<file path="src/design/selective_repeat_sender_window_top_defines.svh">
// Assertion macros shared by the selective-repeat sender window RTL.
`ifndef SELECTIVE_REPEAT_SENDER_WINDOW_TOP_DEFINES_SVH
`define SELECTIVE_REPEAT_SENDER_WINDOW_TOP_DEFINES_SVH

// Same-cycle implication, clocked on clk, masked while rst_n is low.
`define SRSW_ASSERT_NOW(label, ante, cons, msg) \
    label: assert property (@(posedge clk) disable iff (!rst_n) (ante) |-> (cons)) \
        else $error(msg);

// Next-cycle implication, clocked on clk, masked while rst_n is low.
`define SRSW_ASSERT_NEXT(label, ante, cons, msg) \
    label: assert property (@(posedge clk) disable iff (!rst_n) (ante) |=> (cons)) \
        else $error(msg);

`endif

</file>
<file path="src/design/srsw_pkg.sv">
// Shared types and constants for the selective-repeat sender window.
`default_nettype none

package srsw_pkg;

    localparam int MAX_PACKETS = 64;
    localparam int IDX_W       = $clog2(MAX_PACKETS);
    localparam int PTR_W       = $clog2(MAX_PACKETS + 1);

    localparam int SEQ_W       = 6;
    localparam int AGE_W       = 16;
    localparam int CREDIT_W    = 6;
    localparam int WIN_W       = 6;
    localparam int TOTAL_W     = 7;
    localparam int CFG_IDX_W   = 2;
    localparam int CFG_DATA_W  = 16;

    localparam logic [AGE_W-1:0]    AGE_MAX    = '1;
    localparam logic [CREDIT_W-1:0] CREDIT_MAX = '1;

    localparam logic [WIN_W-1:0]   WINDOW_RST  = WIN_W'(4);
    localparam logic [AGE_W-1:0]   TIMEOUT_RST = AGE_W'(50);
    localparam logic [TOTAL_W-1:0] TOTAL_RST   = TOTAL_W'(6);

    // Marks are checked this many at a time.
    localparam int MARK_GROUP = 8;
    localparam int MARK_STEPS = (MAX_PACKETS + MARK_GROUP - 1) / MARK_GROUP;
    localparam int GRP_W      = (MARK_STEPS > 1) ? $clog2(MARK_STEPS) : 1;

    localparam logic [CFG_IDX_W-1:0] REG_WINDOW  = CFG_IDX_W'(0);
    localparam logic [CFG_IDX_W-1:0] REG_TIMEOUT = CFG_IDX_W'(1);
    localparam logic [CFG_IDX_W-1:0] REG_TOTAL   = CFG_IDX_W'(2);

    localparam logic OP_ACK  = 1'b0;
    localparam logic OP_TICK = 1'b1;

    typedef struct packed {
        logic do_age;   // entry lies in [base, next)
        logic marked;   // entry already acknowledged
        logic armed;    // no timeout found yet on this tick
    } age_ctl_t;

    typedef struct packed {
        logic [AGE_W-1:0] age;
        logic             expired;
    } age_res_t;

endpackage

`default_nettype wire

</file>
<file path="src/design/srsw_age_unit.sv">
// Shared age step: saturating increment and timeout compare for one entry.
`default_nettype none

module srsw_age_unit
    import srsw_pkg::*;
(
    input  wire logic [AGE_W-1:0] age_in,
    input  wire logic [AGE_W-1:0] timeout,
    input  wire age_ctl_t         ctl,
    output age_res_t              res
);

    logic [AGE_W-1:0] aged;

    always_comb
    begin
        aged = age_in;
        if (ctl.do_age && (age_in != AGE_MAX))
        begin
            aged = age_in + AGE_W'(1);
        end
        res.age     = aged;
        res.expired = ctl.armed && !ctl.marked && (aged > timeout);
    end

endmodule

`default_nettype wire

</file>
<file path="config.mk">
export PLATFORM = sky130hd
export DESIGN_NAME = srsw_age_unit
export DESIGN_NICKNAME = d
export VERILOG_FILES = /design/src/design/selective_repeat_sender_window_top_defines.svh /design/src/design/srsw_pkg.sv /design/src/design/srsw_age_unit.sv
export SDC_FILE = /design/constraint.sdc
export NUM_CORES = 1
export LEC_CHECK = 0
export BUFFER_PORTS_ARGS = -buffer_cell sky130_fd_sc_hd__buf_2
export CAP_MARGIN = 5
export CORE_MARGIN = 2
export CORE_UTILIZATION = 45
export DETAILED_ROUTE_END_ITERATION = 8
export PLACE_DENSITY = 0.87
export SETUP_SLACK_MARGIN = 0.2
export SLEW_MARGIN = 10
export SYNTH_ARGS = -nofsm -noshare
export SYNTH_HDL_FRONTEND = slang
export SYNTH_SLANG_ARGS = --single-unit
</file>
<file path="constraint.sdc">
create_clock -name vclk -period 7.6
set_input_delay 0.76 -clock vclk [all_inputs]
set_output_delay 0.76 -clock vclk [all_outputs]
set_load 0.02 [all_outputs]
</file>
==> flow_metrics.tcl <==
set metrics [dict create \
    area.sequential_um2 0 \
    dieWidth_um 47.5 \
    antenna_cells 0 \
    yosysTopAreaCellShare_pct 25.0 \
    hold_violations 0 \
    power-per-cell-area_nw_per_um2 54.2 \
    post_cts_buffers 0 \
    die_y_um 47.5 \
    top_usage_layer "met2" \
    routedWlPerCell_um 12.0 \
    met1_usage_pct 23.4 \
    yosys_warnings 0 \
    fmax_ghz 0.226 \
    p_leak_nw 0.648 \
    critPathArrivalTime_ns 3.66 \
    ctsHoldBuffers 0 \
    worst-path-max-fanout 12 \
    dieArea_um2 2260 \
    vdd.ir_drop.worst_v 0.0000311 \
    cp-end-kind "primary output" \
    drc 0 \
    maxSlewViolCount 0 \
    setup_tns_ns 0 \
    core.rowCount 15 \
    drt-initial-drc-count 9 \
    ys_top_cells_by_area "ha_1, xor2_1, inv_1" \
    area_delta_synth_final_pct 32.9 \
    pre_cts_slack_ns 3.19 \
    setup_viol 0 \
    required_ns 6.84 \
    nFlopsAndLatches 0 \
    hpwlAfterDp_um 2050 \
    port_buffers 52 \
    grt_max_degree 13 \
    cts_resized 0 \
    syn_nets 164 \
    core_um2 1750 \
    num_io_pins 52 \
    nClkBuffers 0 \
    grt_pass1_wl_um 3400 \
    drt_pass1_iterations 4 \
    routed_via_density 5.04 \
    tightest_slew_ns 0.829 \
    min_period_over_period_pct 58.1 \
    grt_usage_pct 20.3 \
    via_count 947 \
    gp_congestion 0.770 \
    worst_slack_ns 3.18 \
    grt_pass1_vias 839 \
    use_met2_pct 43.0 \
    maxCapViolations 0 \
    drtAntennaViolNets 0 \
    whs_ns 1.87 \
    yosysUniqueCellTypes 34 \
    hp-class "in2out" \
    synth_area_um2 852 \
    drive_gt1_share_pct 38.0 \
    met3_usage_pct 0.377 \
    synth_top_cell_by_area "ha_1" \
    cp-start-kind "primary input" \
    seq_area_frac_synth_pct 0 \
    period_minus_slack_ns 4.42 \
    netlist_instances 112 \
    antenna_found_initial 0 \
    rsz0062_at_grt "false" \
    start_util_pct 48.8 \
    status "finished, final reports clean" \
    slew_headroom_pct 44.5 \
    grt-ovfl-total 0 \
    wl_um 2250 \
    layout.nets 217 \
    path_class "in2out" \
    syn_area_per_cell_um2 7.61 \
]
-- cell type report --
class                      instances  area [µm²]
timing repair buffer              52         260
tap                               25        31.3
fill                             169         613
inverter                          23        86.3
multi-input combinational         88         754
-- cell usage in the layout (no fill, tap or decap), types with 2 or more instances in the layout --
cell type | Yosys | final
xnor2_1 | 3 | 3
inv_1 | 22 | 22
nor4b_1 | 2 | 2
nand2_1 | 4 | 4
buf_2 | 0 | 52
nor4_1 | 2 | 2
nand4_1 | 4 | 4
a21o_1 | 2 | 2
a21oi_1 | 6 | 6
ha_1 | 17 | 17
nand3_1 | 4 | 4
nand4_2 | 2 | 2
nand2b_1 | 2 | 2
nor2_1 | 6 | 6
nor3_1 | 7 | 7
xor2_1 | 10 | 10
-- stage by stage --
stage | utilization [%] | total power [mW] | area, µm² | cells
2_1_floorplan | - | 0.0366 | 852 | 112
3_3_place_gp | 64.9 | 0.0587 | 1130 | 188
3_5_place_dp | 64.9 | 0.0614 | 1130 | 188
4_1_cts | 64.9 | 0.0617 | 1130 | 188
5_1_grt | 64.9 | 0.0690 | 1130 | 188
6_report | 64.9 | 0.0613 | 1130 | 188
-- cell families (layout without fill, tap and decap cells) --
logic type,after synthesis,count (layout),synth area share (%)
and+or+nand+nor,40,40,29.5
muxes,2,2,3.08
buffers and inverters,24,75,11.5
xor gates and xnor gates,14,14,16.6
AOI/OAI and AO/OA,15,15,14.4
adders and majority gates,17,17,25.0
-- worst max-delay path: stages --
cell	delay, ns
buf_2	0.17
ha_1	0.21
nand3_2	0.15
o41ai_4	0.82
nor4_1	0.13
xor2_1	0.20
ha_1	0.34
nand4_1	0.15
nor3_1	0.24
a21boi_0	0.20
o31a_1	0.14
buf_2	0.16
-- worst paths after layout --
check,start,to,slack [ns],cells past startpoint
worst max-delay path,age_in[0],res[0],3.18,12
worst min-delay path,age_in[15],res[16],1.87,3
-- power breakdown --
group          leakage [nW]  internal [mW]  switching [mW]
clock                     0              0               0
sequential                0              0               0
combinational         0.648         0.0260          0.0354
-- routing by layer --
metal	up-vias	part of all wire (%)
met3	0	5.5
met4	0	0
met1	422	43
met2	31	52
li1	494	-
met5	-	0
-- synth_stat cells --
library cell	count
a21boi_0	1
a21o_1	2
a21oi_1	6
a41o_1	1
and4_1	1
buf_6	1
ha_1	17
inv_1	22
inv_2	1
mux2_2	1
mux2_4	1
nand2_1	4
nand2b_1	2
nand3_1	4
nand3_2	1
nand4_1	4
nand4_2	2
nand4_4	1
nor2_1	6
nor2b_1	1
nor3_1	7
nor3b_1	1
nor4_1	2
nor4b_1	2
o211ai_1	1
o21a_1	1
o221ai_1	1
o31a_1	1
o41ai_4	1
or2_1	1
or2_2	1
xnor2_1	3
xor2_1	10
xor2_4	1
No activity file was read; power rests on OpenSTA's default activity.
